File: config.mk
export PLATFORM = sky130hd
export DESIGN_NAME = text_word_tokenizer
export DESIGN_NICKNAME = d
export VERILOG_FILES = /design/src/design/tw_pkg.sv /design/src/design/tw_front.sv /design/src/design/tw_queue.sv /design/src/design/tw_back.sv /design/src/design/text_word_tokenizer.sv
export SDC_FILE = /design/constraint.sdc
export NUM_CORES = 1
export LEC_CHECK = 0
export ABC_AREA = 1
export BUFFER_PORTS_ARGS = -buffer_cell sky130_fd_sc_hd__clkbuf_2
export CORE_MARGIN = 3
export CORE_UTILIZATION = 35
export CTS_CLUSTER_DIAMETER = 40
export DETAILED_ROUTE_END_ITERATION = 10
export PLACE_DENSITY_LB_ADDON = 0.05
export SLEW_MARGIN = 20
export SYNTH_ARGS = -nofsm -noshare
export SYNTH_HDL_FRONTEND = slang
export SYNTH_SLANG_ARGS = --single-unit
File: constraint.sdc
create_clock -name clk -period 9 [get_ports clk]
set_input_delay 1.8 -clock clk [delete_from_list [all_inputs] [get_ports clk]]
set_output_delay 1.8 -clock clk [all_outputs]
set_load 0.05 [all_outputs]
File: src/design/tw_pkg.sv
// Shared types, codes and byte tables of the word tokenizer.
package tw_pkg;

    localparam logic [2:0] EV_WORD_BYTE = 3'd0;
    localparam logic [2:0] EV_WORD_END  = 3'd1;
    localparam logic [2:0] EV_SENTENCE  = 3'd2;
    localparam logic [2:0] EV_PARAGRAPH = 3'd3;
    localparam logic [2:0] EV_END       = 3'd4;

    typedef enum logic [2:0] {
        MODE_SEP  = 3'b001,
        MODE_WORD = 3'b010,
        MODE_DONE = 3'b100
    } tw_mode_t;

    typedef struct packed {
        tw_mode_t   mode;
        logic       pend;
        logic       per;
        logic [4:0] sig;
    } tw_state_t;

    localparam tw_state_t ST_RESET = '{mode: MODE_SEP, pend: 1'b0, per: 1'b0, sig: 5'd0};

    typedef struct packed {
        logic sep;
        logic digit;
        logic tilde;
        logic para;
        logic space;
        logic dot;
        logic stop;
    } tw_cls_t;

    typedef struct packed {
        logic [7:0] text_byte;
        logic       final_byte;
        tw_cls_t    cls;
    } tw_req_t;

    typedef struct packed {
        logic [2:0] ev;
        logic [7:0] ch;
    } tw_evt_t;

    localparam logic [7:0] SIG_TABLE [32] = '{
        8'h7E, 8'h60, 8'h21, 8'h40, 8'h23, 8'h24, 8'h25, 8'h5E,
        8'h26, 8'h2A, 8'h28, 8'h29, 8'h2D, 8'h2B, 8'h7C, 8'h3D,
        8'h2D, 8'h54, 8'h65, 8'h43, 8'h66, 8'h4D, 8'h74, 8'h00,
        8'h00, 8'h00, 8'h00, 8'h00, 8'h00, 8'h00, 8'h00, 8'h00
    };

    function automatic logic [7:0] sig_byte(input logic [4:0] idx);
        return SIG_TABLE[idx];
    endfunction

    function automatic tw_cls_t classify(input logic [7:0] b);
        tw_cls_t c;
        c.sep   = b inside {8'h7E, 8'h60, 8'h23, 8'h25, 8'h5E, 8'h26, 8'h2A, 8'h28,
                            8'h29, 8'h2D, 8'h2B, 8'h3D, 8'h7B, 8'h7D, 8'h5B, 8'h5D,
                            8'h3A, 8'h22, 8'h3B, 8'h27, 8'h3C, 8'h3E, 8'h3F, 8'h2C,
                            8'h2E, 8'h2F, 8'h5C, 8'h20, 8'h0D, 8'h0A, 8'hFF, 8'h09,
                            8'hB6, 8'h00};
        c.digit = b inside {[8'h30:8'h39]};
        c.tilde = (b == 8'h7E);
        c.para  = (b == 8'hB6);
        c.space = (b == 8'h20);
        c.dot   = (b == 8'h2E);
        c.stop  = (b == 8'h2E) || (b == 8'h3F);
        return c;
    endfunction

endpackage

File: src/design/tw_front.sv
// Input side of the word tokenizer: takes text bytes and classifies them into the queue.
module tw_front (
    input  logic            text_valid,
    output logic            text_ready,
    input  logic [7:0]      text_byte,
    input  logic            final_byte,
    input  logic            q_full,
    output logic            q_push,
    output tw_pkg::tw_req_t q_wdata
);
    import tw_pkg::*;

    assign text_ready = !q_full;
    assign q_push     = text_valid && !q_full;

    always_comb
    begin
        q_wdata.text_byte  = text_byte;
        q_wdata.final_byte = final_byte;
        q_wdata.cls        = classify(text_byte);
    end

endmodule

File: src/design/tw_queue.sv
// Two-entry request queue between the classifier and the tokenizing sequencer.
module tw_queue (
    input  logic            clk,
    input  logic            rst_n,
    input  logic            push,
    input  tw_pkg::tw_req_t wdata,
    output logic            full,
    input  logic            pop,
    output tw_pkg::tw_req_t rdata,
    output logic            empty
);
    import tw_pkg::*;

    logic [1:0] cnt_reg, cnt_next;
    logic       wr_ptr_reg, rd_ptr_reg;
    tw_req_t    mem_reg [2];

    assign full  = (cnt_reg == 2'd2);
    assign empty = (cnt_reg == 2'd0);
    assign rdata = mem_reg[rd_ptr_reg];

    always_comb
    begin
        cnt_next = cnt_reg;
        if (push && !pop)
        begin
            cnt_next = cnt_reg + 2'd1;
        end
        else if (pop && !push)
        begin
            cnt_next = cnt_reg - 2'd1;
        end
    end

    always_ff @(posedge clk or negedge rst_n)
    begin
        if (!rst_n)
        begin
            cnt_reg    <= 2'd0;
            wr_ptr_reg <= 1'b0;
            rd_ptr_reg <= 1'b0;
        end
        else
        begin
            cnt_reg <= cnt_next;
            if (push)
            begin
                wr_ptr_reg <= !wr_ptr_reg;
            end
            if (pop)
            begin
                rd_ptr_reg <= !rd_ptr_reg;
            end
        end
    end

    always_ff @(posedge clk)
    begin
        if (push)
        begin
            mem_reg[wr_ptr_reg] <= wdata;
        end
    end

endmodule

File: src/design/tw_back.sv
// Tokenizing sequencer: applies the word, sentence and signature rules and emits results.
module tw_back #(
    parameter int unsigned SIGNATURE_LENGTH = 23
) (
    input  logic            clk,
    input  logic            rst_n,
    input  logic            q_empty,
    input  tw_pkg::tw_req_t q_data,
    output logic            q_pop,
    output logic            event_valid,
    input  logic            event_ready,
    output logic [2:0]      event_res,
    output logic [7:0]      word_char,
    output logic            run_end
);
    import tw_pkg::*;

    localparam logic [5:0] SIG_LEN = 6'(SIGNATURE_LENGTH);

    typedef enum logic [5:0] {
        PH_IDLE   = 6'b000001,
        PH_REPLAY = 6'b000010,
        PH_MAIN   = 6'b000100,
        PH_FLUSH  = 6'b001000,
        PH_SIGEND = 6'b010000,
        PH_FIN    = 6'b100000
    } phase_t;

    typedef struct packed {
        tw_state_t     st;
        logic [1:0]    n;
        tw_evt_t [1:0] evs;
    } sep_res_t;

    phase_t     phase_reg, phase_next;
    tw_state_t  st_reg, st_next;
    logic [4:0] rep_cnt_reg, rep_cnt_next;
    logic [4:0] rep_idx_reg, rep_idx_next;
    logic       after_rep_reg, after_rep_next;
    logic [1:0] ev_idx_reg, ev_idx_next;
    logic       hold_vld_reg, hold_vld_next;
    logic       out_vld_reg, out_vld_next;
    logic [7:0] byte_reg, byte_next;
    logic       last_reg, last_next;
    tw_cls_t    cls_reg, cls_next;
    tw_evt_t    hold_reg, hold_next;
    tw_evt_t    out_evt_reg, out_evt_next;
    logic       out_end_reg, out_end_next;

    logic [7:0]    op_byte;
    tw_cls_t       op_cls;
    logic          op_sig_ok;
    logic [1:0]    op_n;
    tw_evt_t [2:0] op_evs;
    tw_state_t     op_st;
    logic          op_last_ev;
    logic          out_free;
    logic          adv;
    logic          emit;
    tw_evt_t       emit_evt;

    function automatic tw_evt_t mk_evt(input logic [2:0] ev, input logic [7:0] ch);
        tw_evt_t e;
        e.ev = ev;
        e.ch = ch;
        return e;
    endfunction

    // Handling of one byte while between words.
    function automatic sep_res_t sep_fn(input tw_state_t s, input logic [7:0] b,
                                        input tw_cls_t c, input logic sig_ok);
        sep_res_t r;
        r.st  = s;
        r.n   = 2'd0;
        r.evs = '0;
        if (c.tilde && sig_ok)
        begin
            if (SIGNATURE_LENGTH <= 1)
            begin
                r.evs[0]   = mk_evt(EV_END, 8'h00);
                r.n        = 2'd1;
                r.st       = ST_RESET;
                r.st.mode  = MODE_DONE;
            end
            else
            begin
                r.st.sig = 5'd1;
            end
        end
        else if (c.para)
        begin
            r.evs[0]  = mk_evt(EV_PARAGRAPH, 8'h00);
            r.n       = 2'd1;
            r.st.pend = 1'b0;
        end
        else if (c.space)
        begin
            if (s.pend)
            begin
                r.evs[0]  = mk_evt(EV_SENTENCE, 8'h00);
                r.n       = 2'd1;
                r.st.pend = 1'b0;
            end
        end
        else if (c.stop)
        begin
            r.st.pend = 1'b1;
        end
        else if (c.tilde)
        begin
            r.st = s;
        end
        else if (c.sep)
        begin
            r.st.pend = 1'b0;
        end
        else
        begin
            if (s.pend)
            begin
                r.evs[0] = mk_evt(EV_SENTENCE, 8'h00);
                r.evs[1] = mk_evt(EV_WORD_BYTE, b);
                r.n      = 2'd2;
            end
            else
            begin
                r.evs[0] = mk_evt(EV_WORD_BYTE, b);
                r.n      = 2'd1;
            end
            r.st.mode = MODE_WORD;
            r.st.pend = 1'b0;
            r.st.per  = 1'b0;
        end
        return r;
    endfunction

    // Results and next state of the current step; results leave one per cycle unless the result side stalls.
    always_comb
    begin
        sep_res_t  sr;
        tw_state_t t;
        sr     = '0;
        t      = st_reg;
        op_n   = 2'd0;
        op_evs = '0;
        op_st  = st_reg;
        if (phase_reg == PH_REPLAY)
        begin
            op_byte   = sig_byte(rep_idx_reg);
            op_cls    = classify(op_byte);
            op_sig_ok = 1'b0;
        end
        else
        begin
            op_byte   = byte_reg;
            op_cls    = cls_reg;
            op_sig_ok = 1'b1;
        end
        case (phase_reg)
            PH_REPLAY, PH_MAIN:
            begin
                if (st_reg.mode != MODE_WORD)
                begin
                    sr        = sep_fn(st_reg, op_byte, op_cls, op_sig_ok);
                    op_st     = sr.st;
                    op_n      = sr.n;
                    op_evs[0] = sr.evs[0];
                    op_evs[1] = sr.evs[1];
                end
                else if (st_reg.per)
                begin
                    if (op_cls.digit)
                    begin
                        op_evs[0] = mk_evt(EV_WORD_BYTE, 8'h2E);
                        op_evs[1] = mk_evt(EV_WORD_BYTE, op_byte);
                        op_n      = 2'd2;
                        op_st.per = 1'b0;
                    end
                    else
                    begin
                        // The held period closes the word and then counts as a stop.
                        t.mode    = MODE_SEP;
                        t.pend    = 1'b1;
                        t.per     = 1'b0;
                        sr        = sep_fn(t, op_byte, op_cls, op_sig_ok);
                        op_st     = sr.st;
                        op_evs[0] = mk_evt(EV_WORD_END, 8'h00);
                        op_evs[1] = sr.evs[0];
                        op_evs[2] = sr.evs[1];
                        op_n      = 2'd1 + sr.n;
                    end
                end
                else if (!op_cls.sep)
                begin
                    op_evs[0] = mk_evt(EV_WORD_BYTE, op_byte);
                    op_n      = 2'd1;
                end
                else if (op_cls.dot)
                begin
                    op_st.per = 1'b1;
                end
                else
                begin
                    t.mode    = MODE_SEP;
                    t.pend    = 1'b0;
                    sr        = sep_fn(t, op_byte, op_cls, op_sig_ok);
                    op_st     = sr.st;
                    op_evs[0] = mk_evt(EV_WORD_END, 8'h00);
                    op_evs[1] = sr.evs[0];
                    op_evs[2] = sr.evs[1];
                    op_n      = 2'd1 + sr.n;
                end
            end
            PH_FLUSH:
            begin
                if (st_reg.mode == MODE_WORD)
                begin
                    op_evs[0] = mk_evt(EV_WORD_END, 8'h00);
                    op_evs[1] = mk_evt(EV_END, 8'h00);
                    op_n      = 2'd2;
                end
                else
                begin
                    op_evs[0] = mk_evt(EV_END, 8'h00);
                    op_n      = 2'd1;
                end
                op_st = ST_RESET;
            end
            PH_SIGEND:
            begin
                op_evs[0] = mk_evt(EV_END, 8'h00);
                op_n      = 2'd1;
                op_st     = ST_RESET;
                if (!last_reg)
                begin
                    op_st.mode = MODE_DONE;
                end
            end
            default:
            begin
                op_n = 2'd0;
            end
        endcase
    end

    assign out_free   = !out_vld_reg || event_ready;
    assign adv        = !hold_vld_reg || out_free;
    assign op_last_ev = (op_n == 2'd0) || (ev_idx_reg == (op_n - 2'd1));
    assign emit_evt   = op_evs[ev_idx_reg];

    always_comb
    begin
        phase_next     = phase_reg;
        st_next        = st_reg;
        rep_cnt_next   = rep_cnt_reg;
        rep_idx_next   = rep_idx_reg;
        after_rep_next = after_rep_reg;
        ev_idx_next    = ev_idx_reg;
        hold_vld_next  = hold_vld_reg;
        hold_next      = hold_reg;
        out_vld_next   = out_vld_reg;
        out_evt_next   = out_evt_reg;
        out_end_next   = out_end_reg;
        byte_next      = byte_reg;
        last_next      = last_reg;
        cls_next       = cls_reg;
        q_pop          = 1'b0;
        emit           = 1'b0;

        if (out_vld_reg && event_ready)
        begin
            out_vld_next = 1'b0;
        end

        case (phase_reg)
            PH_IDLE:
            begin
                if (!q_empty)
                begin
                    q_pop        = 1'b1;
                    byte_next    = q_data.text_byte;
                    last_next    = q_data.final_byte;
                    cls_next     = q_data.cls;
                    ev_idx_next  = 2'd0;
                    rep_idx_next = 5'd0;
                    if (st_reg.mode == MODE_DONE)
                    begin
                        // After a full signature only the last byte matters.
                        if (q_data.final_byte)
                        begin
                            st_next = ST_RESET;
                        end
                        phase_next = PH_FIN;
                    end
                    else if (st_reg.sig != 5'd0)
                    begin
                        if (q_data.text_byte == sig_byte(st_reg.sig))
                        begin
                            if (({1'b0, st_reg.sig} + 6'd1) >= SIG_LEN)
                            begin
                                phase_next = PH_SIGEND;
                            end
                            else if (!q_data.final_byte)
                            begin
                                st_next.sig = st_reg.sig + 5'd1;
                                phase_next  = PH_FIN;
                            end
                            else
                            begin
                                rep_cnt_next   = st_reg.sig + 5'd1;
                                st_next.sig    = 5'd0;
                                after_rep_next = 1'b1;
                                phase_next     = PH_REPLAY;
                            end
                        end
                        else
                        begin
                            rep_cnt_next   = st_reg.sig;
                            st_next.sig    = 5'd0;
                            after_rep_next = 1'b0;
                            phase_next     = PH_REPLAY;
                        end
                    end
                    else
                    begin
                        phase_next = PH_MAIN;
                    end
                end
            end
            PH_REPLAY, PH_MAIN, PH_FLUSH, PH_SIGEND:
            begin
                if (adv)
                begin
                    emit = (op_n != 2'd0);
                    if (op_last_ev)
                    begin
                        ev_idx_next = 2'd0;
                        st_next     = op_st;
                        case (phase_reg)
                            PH_REPLAY:
                            begin
                                if ((rep_idx_reg + 5'd1) == rep_cnt_reg)
                                begin
                                    phase_next = after_rep_reg ? PH_FLUSH : PH_MAIN;
                                end
                                else
                                begin
                                    rep_idx_next = rep_idx_reg + 5'd1;
                                end
                            end
                            PH_MAIN:
                            begin
                                if (op_st.mode == MODE_DONE)
                                begin
                                    if (last_reg)
                                    begin
                                        st_next = ST_RESET;
                                    end
                                    phase_next = PH_FIN;
                                end
                                else if (last_reg)
                                begin
                                    if (op_st.sig != 5'd0)
                                    begin
                                        // A signature cut short by the last byte.
                                        rep_cnt_next   = op_st.sig;
                                        rep_idx_next   = 5'd0;
                                        st_next.sig    = 5'd0;
                                        after_rep_next = 1'b1;
                                        phase_next     = PH_REPLAY;
                                    end
                                    else
                                    begin
                                        phase_next = PH_FLUSH;
                                    end
                                end
                                else
                                begin
                                    phase_next = PH_FIN;
                                end
                            end
                            default:
                            begin
                                phase_next = PH_FIN;
                            end
                        endcase
                    end
                    else
                    begin
                        ev_idx_next = ev_idx_reg + 2'd1;
                    end
                end
            end
            PH_FIN:
            begin
                if (adv)
                begin
                    if (hold_vld_reg)
                    begin
                        out_vld_next = 1'b1;
                        out_evt_next = hold_reg;
                        out_end_next = 1'b1;
                    end
                    hold_vld_next = 1'b0;
                    phase_next    = PH_IDLE;
                end
            end
            default:
            begin
                phase_next = PH_IDLE;
            end
        endcase

        // One result is held back so that the last one of a request can be marked.
        if (emit)
        begin
            if (hold_vld_reg)
            begin
                out_vld_next = 1'b1;
                out_evt_next = hold_reg;
                out_end_next = 1'b0;
            end
            hold_next     = emit_evt;
            hold_vld_next = 1'b1;
        end
    end

    always_ff @(posedge clk or negedge rst_n)
    begin
        if (!rst_n)
        begin
            phase_reg     <= PH_IDLE;
            st_reg        <= ST_RESET;
            rep_cnt_reg   <= 5'd0;
            rep_idx_reg   <= 5'd0;
            after_rep_reg <= 1'b0;
            ev_idx_reg    <= 2'd0;
            hold_vld_reg  <= 1'b0;
            out_vld_reg   <= 1'b0;
        end
        else
        begin
            phase_reg     <= phase_next;
            st_reg        <= st_next;
            rep_cnt_reg   <= rep_cnt_next;
            rep_idx_reg   <= rep_idx_next;
            after_rep_reg <= after_rep_next;
            ev_idx_reg    <= ev_idx_next;
            hold_vld_reg  <= hold_vld_next;
            out_vld_reg   <= out_vld_next;
        end
    end

    always_ff @(posedge clk)
    begin
        byte_reg    <= byte_next;
        last_reg    <= last_next;
        cls_reg     <= cls_next;
        hold_reg    <= hold_next;
        out_evt_reg <= out_evt_next;
        out_end_reg <= out_end_next;
    end

    assign event_valid = out_vld_reg;
    assign event_res   = out_evt_reg.ev;
    assign word_char   = out_evt_reg.ch;
    assign run_end     = out_end_reg;

endmodule

File: src/design/text_word_tokenizer.sv
// Top level of the word tokenizer: classifier, request queue and tokenizing sequencer.
//
// Splits a text byte stream into word bytes, word ends, sentence ends, paragraph marks
// and an end-of-buffer result, one text byte per request. A two-entry queue decouples
// the input from the sequencer, so bytes keep flowing in while results are delivered.
// The sequencer handles one request at a time: a request that runs through the word
// rules is taken from the queue, emits its results one by one, and then finishes,
// even when it has no result. A byte that extends an end-signature match, or that
// arrives after a full match, is taken and finished without a result step.
// When an end-signature match fails, the held prefix of k bytes is replayed from the
// signature table, one byte per step, before the failing byte itself is handled.
// The last result of each request is marked by run_end, so one result is held back in
// the sequencer ahead of the output register; while the result side stalls, the
// sequencer goes on only until both of them are full.
module text_word_tokenizer #(
    parameter int unsigned SIGNATURE_LENGTH = 23
) (
    input  logic       clk,
    input  logic       rst_n,
    input  logic       text_valid,
    output logic       text_ready,
    input  logic [7:0] text_byte,
    input  logic       final_byte,
    output logic       event_valid,
    input  logic       event_ready,
    output logic [2:0] event_res,
    output logic [7:0] word_char,
    output logic       run_end
);
    import tw_pkg::*;

    logic    q_push;
    logic    q_pop;
    logic    q_full;
    logic    q_empty;
    tw_req_t q_wdata;
    tw_req_t q_rdata;

    tw_front u_front (
        .text_valid (text_valid),
        .text_ready (text_ready),
        .text_byte  (text_byte),
        .final_byte (final_byte),
        .q_full     (q_full),
        .q_push     (q_push),
        .q_wdata    (q_wdata)
    );

    tw_queue u_queue (
        .clk   (clk),
        .rst_n (rst_n),
        .push  (q_push),
        .wdata (q_wdata),
        .full  (q_full),
        .pop   (q_pop),
        .rdata (q_rdata),
        .empty (q_empty)
    );

    tw_back #(
        .SIGNATURE_LENGTH (SIGNATURE_LENGTH)
    ) u_back (
        .clk         (clk),
        .rst_n       (rst_n),
        .q_empty     (q_empty),
        .q_data      (q_rdata),
        .q_pop       (q_pop),
        .event_valid (event_valid),
        .event_ready (event_ready),
        .event_res   (event_res),
        .word_char   (word_char),
        .run_end     (run_end)
    );

endmodule

* Word level (Yosys, flattened, before mapping)
Memories as Yosys holds them, arrays and structs flattened.
Index checks and enable logic that the tools add are counted.
W data, S select, Z words.
** Cells by class
- Add/subtract/negate cells :: 9
- Multipliers :: 0
- Div/mod/pow operators :: 0
- Order comparisons :: 8
- Eq/ne operators :: 103
- Shifts and indexed selects :: 0
- Mux-type cells :: 234
- Bitwise logic cells :: 3
- Reductions and logical operators :: 42
** Operator list (count)
- $eq A8 B6 Y1 const B :: 40
- $mux W5 :: 61
- $mux W24 :: 10
- $mux W11 :: 21
- $eq A8 B7 Y1 const B :: 16
- $mux W10 :: 12
- $mux W6 :: 17
- $mux W22 :: 4
- $reduce_bool A34 Y1 :: 2
- $mux W30 :: 2
- $mux W8 :: 7
- $eq A8 B4 Y1 const B :: 6
- $mux W2 :: 24
- $mux W1 :: 45
- $mux W33 :: 1
- $pmux W11 S3 :: 1
- $eq A8 B8 Y1 const B :: 4
- $mux W3 :: 10
- $pmux W10 S3 :: 1
- $pmux W5 S2 :: 3
- $bmux W11 S2 :: 1
- $pmux W11 S2 :: 1
- $mux W4 :: 5
- $pmux W10 S2 :: 1
- 53 further kinds :: 104
** Word-level totals
- Register bits :: 74
- Latch bits :: 0
- Memory bits (writable) :: 32
- Bits in read-only memories :: 512
- Input bits :: 13
- Word-level logic and storage cells :: 430
- Memories :: 3
** Memories
- (no name shown) :: depth 32, bits a word 8, read ports 1, clocked after Yosys merged registers in 0, wr ports 0, line tw_pkg.sv:54 : return SIG_TABLE[idx];
- (no name shown) :: depth 32, bits a word 8, read ports 1, clocked after Yosys merged registers in 0, wr ports 0, line tw_pkg.sv:54
- u_queue.mem_reg :: depth 2, bits a word 16, read ports 1, clocked after Yosys merged registers in 0, wr ports 1, line tw_queue.sv:16 : tw_req_t mem_reg [2];

* Logic depth before layout (Yosys ltp)
Gate-level depths: netlist of the first run.
- Depth in word-level cells :: 37
- Depth in mapped cells :: 31
- Mapped depth without buffers :: 31

* Hierarchy
A second synthesis of the first run with hierarchy kept.
** Unflattened totals
- Cell total of the unflattened synthesis :: 1016
- Area total of the unflattened synthesis :: 7811.2 µm²
** Modules (own cells, without submodules)
- tw_back :: instances 1, cells an instance 842, area an instance 5943.2 µm², sequential area each 1949.4 µm²
- tw_queue :: instances 1, cells an instance 75, area an instance 1412.6 µm², sequential area each 1061.0 µm²
- tw_front :: instances 1, cells an instance 99, area an instance 455.4 µm², sequential area each 0.0 µm²

* Worst setup path before layout of the first run
Ideal clock, no wire load.
- Path kind :: flip-flop to flip-flop
- Start :: reg u_back.rep_idx_reg[0]
- End :: reg (tool-made name)
- Library setup time :: 147 ps
- Arrival time :: 3838 ps
- Required time :: 8853 ps
- Slack :: 5015 ps
- Cell stages (with the launch flop) :: 30
- Buffers on the path :: 1
- Cell sequence :: dfrtp_1 -> inv_1 -> ha_1 -> inv_1 -> nand2_1 -> nand3_2 -> nand2_1 -> nand2_2 -> nand2_4 -> nand2_2 -> nor2_2 -> nand2_1 -> nand2_1 -> nor2_2 -> nand4_4 -> nand2_4 -> nand3_1 -> nand2_1 -> nand2_1 -> nand2_1 -> nand2_1 -> nand2_1 -> inv_1 -> ha_1 -> nor2_1 -> nor2_1 -> nor2_1 -> inv_1 -> clkbuf_1 -> a21oi_1
** RTL lines
- start, declared :: line tw_back.sv:38 : logic [4:0] rep_idx_reg, rep_idx_next;
- start signal, assigned :: line tw_back.sv:446 : rep_idx_reg <= rep_idx_next;

==> summary.txt, run 1 <==
outcome - finished, final reports clean
worst min path class - reg -> reg
maximum VDD drop - 166 uV
post-route core utilization - 39.2%
worst slew pin tran - 0.932 ns
post-synthesis adder-cell area fraction - 2.71%
min Tclk post-route - 4.60 ns
Post-route DRC - 0
initial core utilization - 36.0%
Worst setup EP type - flop
Setup Buffers After CTS - 0
Sink Count - 106
Wirelength per Cell - 15.9 um
Die Ht - 151 um
period utilization - 51.1%
top-level I/O count - 27
pwr/cell area - 259 nW/um2
CP Class - reg -> reg
dominant cells by area after synthesis - edfxtp_1 (29%), nand2_1 (13%), dfrtp_1 (11%), inv_1 (4.9%), nor2_1 (4.8%)
initial antenna violation count - 0
Fin. Hold Viols - 0
clock skew - 0.00941 ns
mux cell area share after synthesis - 0%
Ys Warns - 0
post-route antenna net violation count - 0
Via density - 5.00
crit start category - flop
ys flop type - edfxtp_1
Lkg Pwr - 3.43 nW
antenna cell count - 0
first-pass GRT wire length - 32.7 mm
All-Layer GR Usage - 18.2%
Final Slew Violations - 0
Post-Syn Nets - 982
Pwr Total - 2.08 mW
Num CTS Buffers - 9
CTS root buffer - clkbuf_16
largest family of logic cells by synthesized area - simple AND/OR/NAND/NOR gates
Gates resized, CTS repair - 0
asr flop ratio synth - 33.0%
average size of a mapped cell - 7.74 um2
dominant cell type by area after synthesis - edfxtp_1
Core ar. - 20500 um2
top cells by count, synth - nand2_1 (265), inv_1 (97), nor2_1 (95), edfxtp_1 (71), o21ai_0 (57)
Detail Placement HPWL - 15.0 mm
maximum fanout along the worst path - 15
normalized max-slew margin - 37.9%
Hold-fix buffers, CTS - 0
Max Root-Sink Buffers - 2
Seq cells post-synth - 106
total congestion overflow - 0
Unique masters post-synth - 61
fraction of layout cells with a size suffix above 1 - 15.8%
DIE AREA - 22900 um2
maxcap violations - 0
Die W - 151 um
Clock Latency Late Sink - 0.36 ns
required time of the critical path - 9.20 ns
Rows - 52
TNS Setup - 0 ns
largest net degree at the start of global routing - 36
unrepaired setup endpoints after global routing - no
final net count - 1002
drt first pass iters - 7
Final Setup Violations - 0
Area Growth Syn to Fin - 8.83%
routed vias - 6239
DR iter-0 viols - 435
htree depth - 3
CP Data Arrival Time - 4.80 ns
Post-Route WL - 19.8 mm
post-synthesis cell area - 7380 um2
vias in the first global route - 6062
sequential area share after synthesis - 40.8%
clock slew at reported path FFs - 0.07 ns
Syn Inst Count - 953
fmax - 217 MHz
TritonCTS clock tree - done
gpl congestion - 0.906
Synth Area in Compound Gates - 13.4%
Synth top area share - 28.9%
count leader, synth - nand2_1
xor/xnor share of the synthesized area - 2.02%
Post-synth EDFFs - 71
post-synthesis simple-gate area fraction - 33.4%
IO Port Bufs - 26
layout make-up:
type / count / area, um2
Timing Repair Buffer: 33 / 183
Clock buffer: 9 / 225
Inverter: 112 / 425
Tap cell: 270 / 338
Sequential cell: 106 / 3010
Fill cell: 2175 / 12500
Clock inverter: 6 / 47.5
Multi-Input combinational cell: 711 / 3800
final timing paths:
kind                                                     endpoint                               from  slack [ns]  depth (start not counted)
worst max register to register                               flop  u_back.rep_idx_reg[0]$_DFFE_PN0P_        4.40                         24
worst max-delay path                                         flop  u_back.rep_idx_reg[0]$_DFFE_PN0P_        4.40                         24
max in group asynchronous        u_back.ev_idx_reg[0]$_DFFE_PN0P_                              rst_n        6.83                          1
worst min register to register  u_back.rep_cnt_reg[1]$_DFFE_PN0P_  u_back.rep_cnt_reg[1]$_DFFE_PN0P_        0.50                          2
min in group asynchronous            u_back.st_reg[0]$_DFFE_PN0P_                              rst_n        1.58                          1
worst min-delay path            u_back.rep_cnt_reg[1]$_DFFE_PN0P_  u_back.rep_cnt_reg[1]$_DFFE_PN0P_        0.50                          2
critical path, cell delays in order, from the launching register on:
cell     delay (ns)
dfrtp_1        0.54
inv_1          0.17
ha_1           0.32
inv_1          0.09
nand2_1        0.07
nand3_2        0.10
nand2_1        0.06
nand2_2        0.07
nand2_4        0.07
nand2_2        0.08
nor2_2         0.05
nand2_1        0.08
nand2_1        0.08
o21ai_2        0.11
nand2_4        0.10
nor2_2         0.20
nand2_2        0.13
o31ai_1        0.23
a21oi_1        0.11
ha_1           0.18
nor2_1         0.34
nor2_1         0.13
nor2_2         0.56
inv_1          0.36
a21oi_1        0.21
metal layers:
metal	track usage (%)	share of wire, %	vias up	routed length, um
li1	-	-	3221	-
met1	25.1	48	2840	9430
met2	30.1	47	162	9240
met3	2.30	3.9	16	766
met4	4.85	1.7	0	340
met5	0	0	-	0
stage by stage:
step	hold WS [ns]	worst slack (ns)	instances	cell area [um2]
6_report	0.496	4.40	1247	8030
5_1_grt	0.533	3.79	1247	8030
4_1_cts	0.499	3.87	1247	8030
3_3_place_gp	0.479	4.12	1232	7760
2_1_floorplan	0.454	5.02	953	7380
3_5_place_dp	0.481	3.97	1232	7760
cell families (layout without fill, tap and decap cells):
group           Yosys count  in the layout
xor+xnor                 17             17
simple gates            515            515
fa+ha+maj                16             16
buf+inv                 136            160
compound gates          163            163
flops                   106            106
cells in the final DEF, fill, tap and decap left out, types with 5 or more instances in the layout:
| cell | count |
|---|---|
| nand2_1 | 265 |
| inv_1 | 97 |
| nor2_1 | 94 |
| edfxtp_1 | 71 |
| o21ai_0 | 57 |
| a21oi_1 | 43 |
| nand3_1 | 41 |
| dfrtp_1 | 33 |
| clkbuf_2 | 25 |
| nand2_2 | 21 |
| nand3_2 | 17 |
| ha_1 | 16 |
| nor2_2 | 14 |
| xor2_1 | 14 |
| nor3_1 | 12 |
| nand4_1 | 12 |
| inv_2 | 11 |
| o211ai_1 | 10 |
| or2_2 | 9 |
| clkbuf_16 | 9 |
| nand2_4 | 8 |
| o22ai_1 | 8 |
| buf_4 | 7 |
| a211oi_1 | 6 |
| nor4_1 | 6 |
| o221ai_1 | 5 |
| o21bai_1 | 5 |
power breakdown:
group          switching, mW  total, mW  internal [mW]
logic                  0.688      0.958          0.269
clock network          0.187      0.377          0.190
registers             0.0761      0.749          0.673
total                  0.951       2.08           1.13
(Power assumes the default switching activity.)
==> run 2: changes to the inputs <==
clock period = 4.6 ns   (was 9 ns; I/O delays follow)
==> run 2 against run 1 <==
  * Flip-flop and latch count unchanged
  * Clock power increased by 120%
  * Non-clock buffer count up 7
  * Die area did not move
  * Wire length rose by 0.42%
==> summary.txt, run 2 (synthesized netlist as in run 1, its figures left out) <==
outcome - finished, final reports clean
Pwr Total - 4.16 mW
Sink Count - 106
Die Ht - 151 um
maximum VDD drop - 316 uV
Place WS - 0.557 ns
Final Slew Violations - 0
Num CTS Buffers - 9
vias in the first global route - 6078
post-route antenna net violation count - 0
dpl cells - 1239
top-level I/O count - 27
Area Growth Syn to Fin - 10.2%
Comb power frac - 45.1%
unrepaired setup endpoints after global routing - no
total congestion overflow - 0
crit start category - flop
P_int - 2.29 mW
Via density - 5.02
grt met1 use - 25.4%
sw frac - 45.0%
worst min path class - reg -> reg
required time of the critical path - 4.84 ns
final net count - 1009
Lkg Pwr - 3.48 nW
PnR worst setup slack - 0.568 ns
most common cell after layout, fill and taps aside - nand2_1
Worst setup EP type - flop
clock skew - 0.0138 ns
min Tclk post-route - 4.03 ns
DIE AREA - 22900 um2
Core ar. - 20500 um2
Critical Path Source - u_back.rep_idx_reg[0]$_DFFE_PN0P_
worst slew pin tran - 0.899 ns
fill count - 2165
Hold-fix buffers, CTS - 0
pwr/cell area - 511 nW/um2
DR iter-0 viols - 439
Top Usage Layer GRT - met2
Detail Placement HPWL - 15.2 mm
IO Port Bufs - 26
Rows - 52
routing usage on met3 - 2.33%
initial antenna violation count - 0
maxcap violations - 0
CP Class - reg -> reg
Reg2Reg Launch Point - u_back.rep_idx_reg[0]$_DFFE_PN0P_
htree depth - 3
gpl congestion - 0.947
commonest non-fill, non-tap cells in the layout - nand2_1 (265), inv_1 (97), nor2_1 (93), edfxtp_1 (71), o21ai_0 (57)
Die W - 151 um
HP Start - u_back.rep_cnt_reg[4]$_DFFE_PN0P_
drt first pass iters - 7
P_sw - 1.87 mW
Post-route DRC - 0
initial core utilization - 36.0%
routed vias - 6298
TNS Setup - 0 ns
Fin. Hold Viols - 0
Hold Path Depth - 2
first-pass GRT wire length - 32.5 mm
Clock power frac - 19.6%
fraction of layout cells with a size suffix above 1 - 16.4%
TritonCTS clock tree - done
final non-filler cell total - 1255
Clock Latency Late Sink - 0.36 ns
largest net degree at the start of global routing - 36
Post-Route WL - 19.9 mm
Flop pwr share - 35.3%
maximum fanout along the worst path - 12
Wirelength per Cell - 15.8 um
final hold slack - 0.508 ns
CP Data Arrival Time - 4.28 ns
fmax - 248 MHz
cells on worst reg2reg path - 27
antenna cell count - 0
All-Layer GR Usage - 18.1%
Final Setup Violations - 0
clock slew at reported path FFs - 0.07 ns
Max Root-Sink Buffers - 2
period utilization - 87.7%
grt met2 use - 29.1%
CTS root buffer - clkbuf_16
normalized max-slew margin - 40.1%
==> run 2: worst paths after layout <==
check                                               endpoint  slack [ns]
hold reg to reg            u_back.rep_cnt_reg[4]$_DFFE_PN0P_        0.51
min in group asynchronous       u_back.st_reg[1]$_DFFE_PN0P_        0.68
setup / recovery           u_back.rep_cnt_reg[3]$_DFFE_PN0P_        0.57
hold / removal             u_back.rep_cnt_reg[4]$_DFFE_PN0P_        0.51
max in group asynchronous  u_back.rep_idx_reg[4]$_DFFE_PN0P_        3.34
setup reg to reg           u_back.rep_cnt_reg[3]$_DFFE_PN0P_        0.57
==> run 2: routing by layer <==
| layer | up-vias | part of all wire [%] |
|---|---|---|
| met5 | - | 0 |
| met4 | 0 | 2.0 |
| met3 | 26 | 3.4 |
| met2 | 134 | 46 |
| met1 | 2896 | 48 |
| li1 | 3242 | - |
==> run 2: power groups by stage <==
stage,combinational (mW),clock (mW),sequential (mW)
after global routing,2.12,0.889,1.49
after floorplan,1.39,0,1.46
after global placement,1.90,0,1.49
after detailed placement,1.88,0,1.49
final,1.88,0.813,1.47
after CTS,1.89,0.849,1.47
==> run 2: stage by stage <==
stage	utilization (%)	area, um2
4_1_cts	39.7	8130
2_1_floorplan	-	7380
3_3_place_gp	38.2	7820
3_5_place_dp	38.2	7820
5_1_grt	39.7	8130
6_report	39.7	8130
==> run 2: final cells by class <==
| class | instances | area [um2] | share of cell area (%) |
|---|---|---|---|
| multi-input combinational | 711 | 3800 | 46.8 |
| sequential | 106 | 3010 | 37.0 |
| inverter | 112 | 425 | 5.23 |
| tap | 270 | 338 | 4.15 |
| timing repair buffer | 40 | 248 | 3.05 |
| clock buffer | 9 | 225 | 2.77 |
| clock inverter | 7 | 82.6 | 1.02 |
==> run 2: critical path: stages (launching register included) <==
cell and delay (ns):
dfrtp_1 0.53, inv_1 0.17, ha_1 0.30, inv_1 0.10, nand2_2 0.07, nand3_1 0.12
nand3_1 0.09, nand2_2 0.11, nand2_2 0.10, nor2_1 0.13, nand2_1 0.06, nand2_1 0.08
inv_1 0.07, nand4_4 0.13, nand2_4 0.09, o21ai_0 0.29, nand2_1 0.11, nand2_1 0.07
a21oi_1 0.07, ha_1 0.29, xor2_1 0.17, nand3_2 0.13, nand2_4 0.14, nand2_4 0.08
inv_4 0.17, nand2_2 0.14, nand2_1 0.09, nand2_1 0.05
==> run 2: timing repair <==
item | CTS | global route
setup buffers | 0 | 0
setup endpoints to repair | 0 | 1
gates resized for setup | 0 | 1
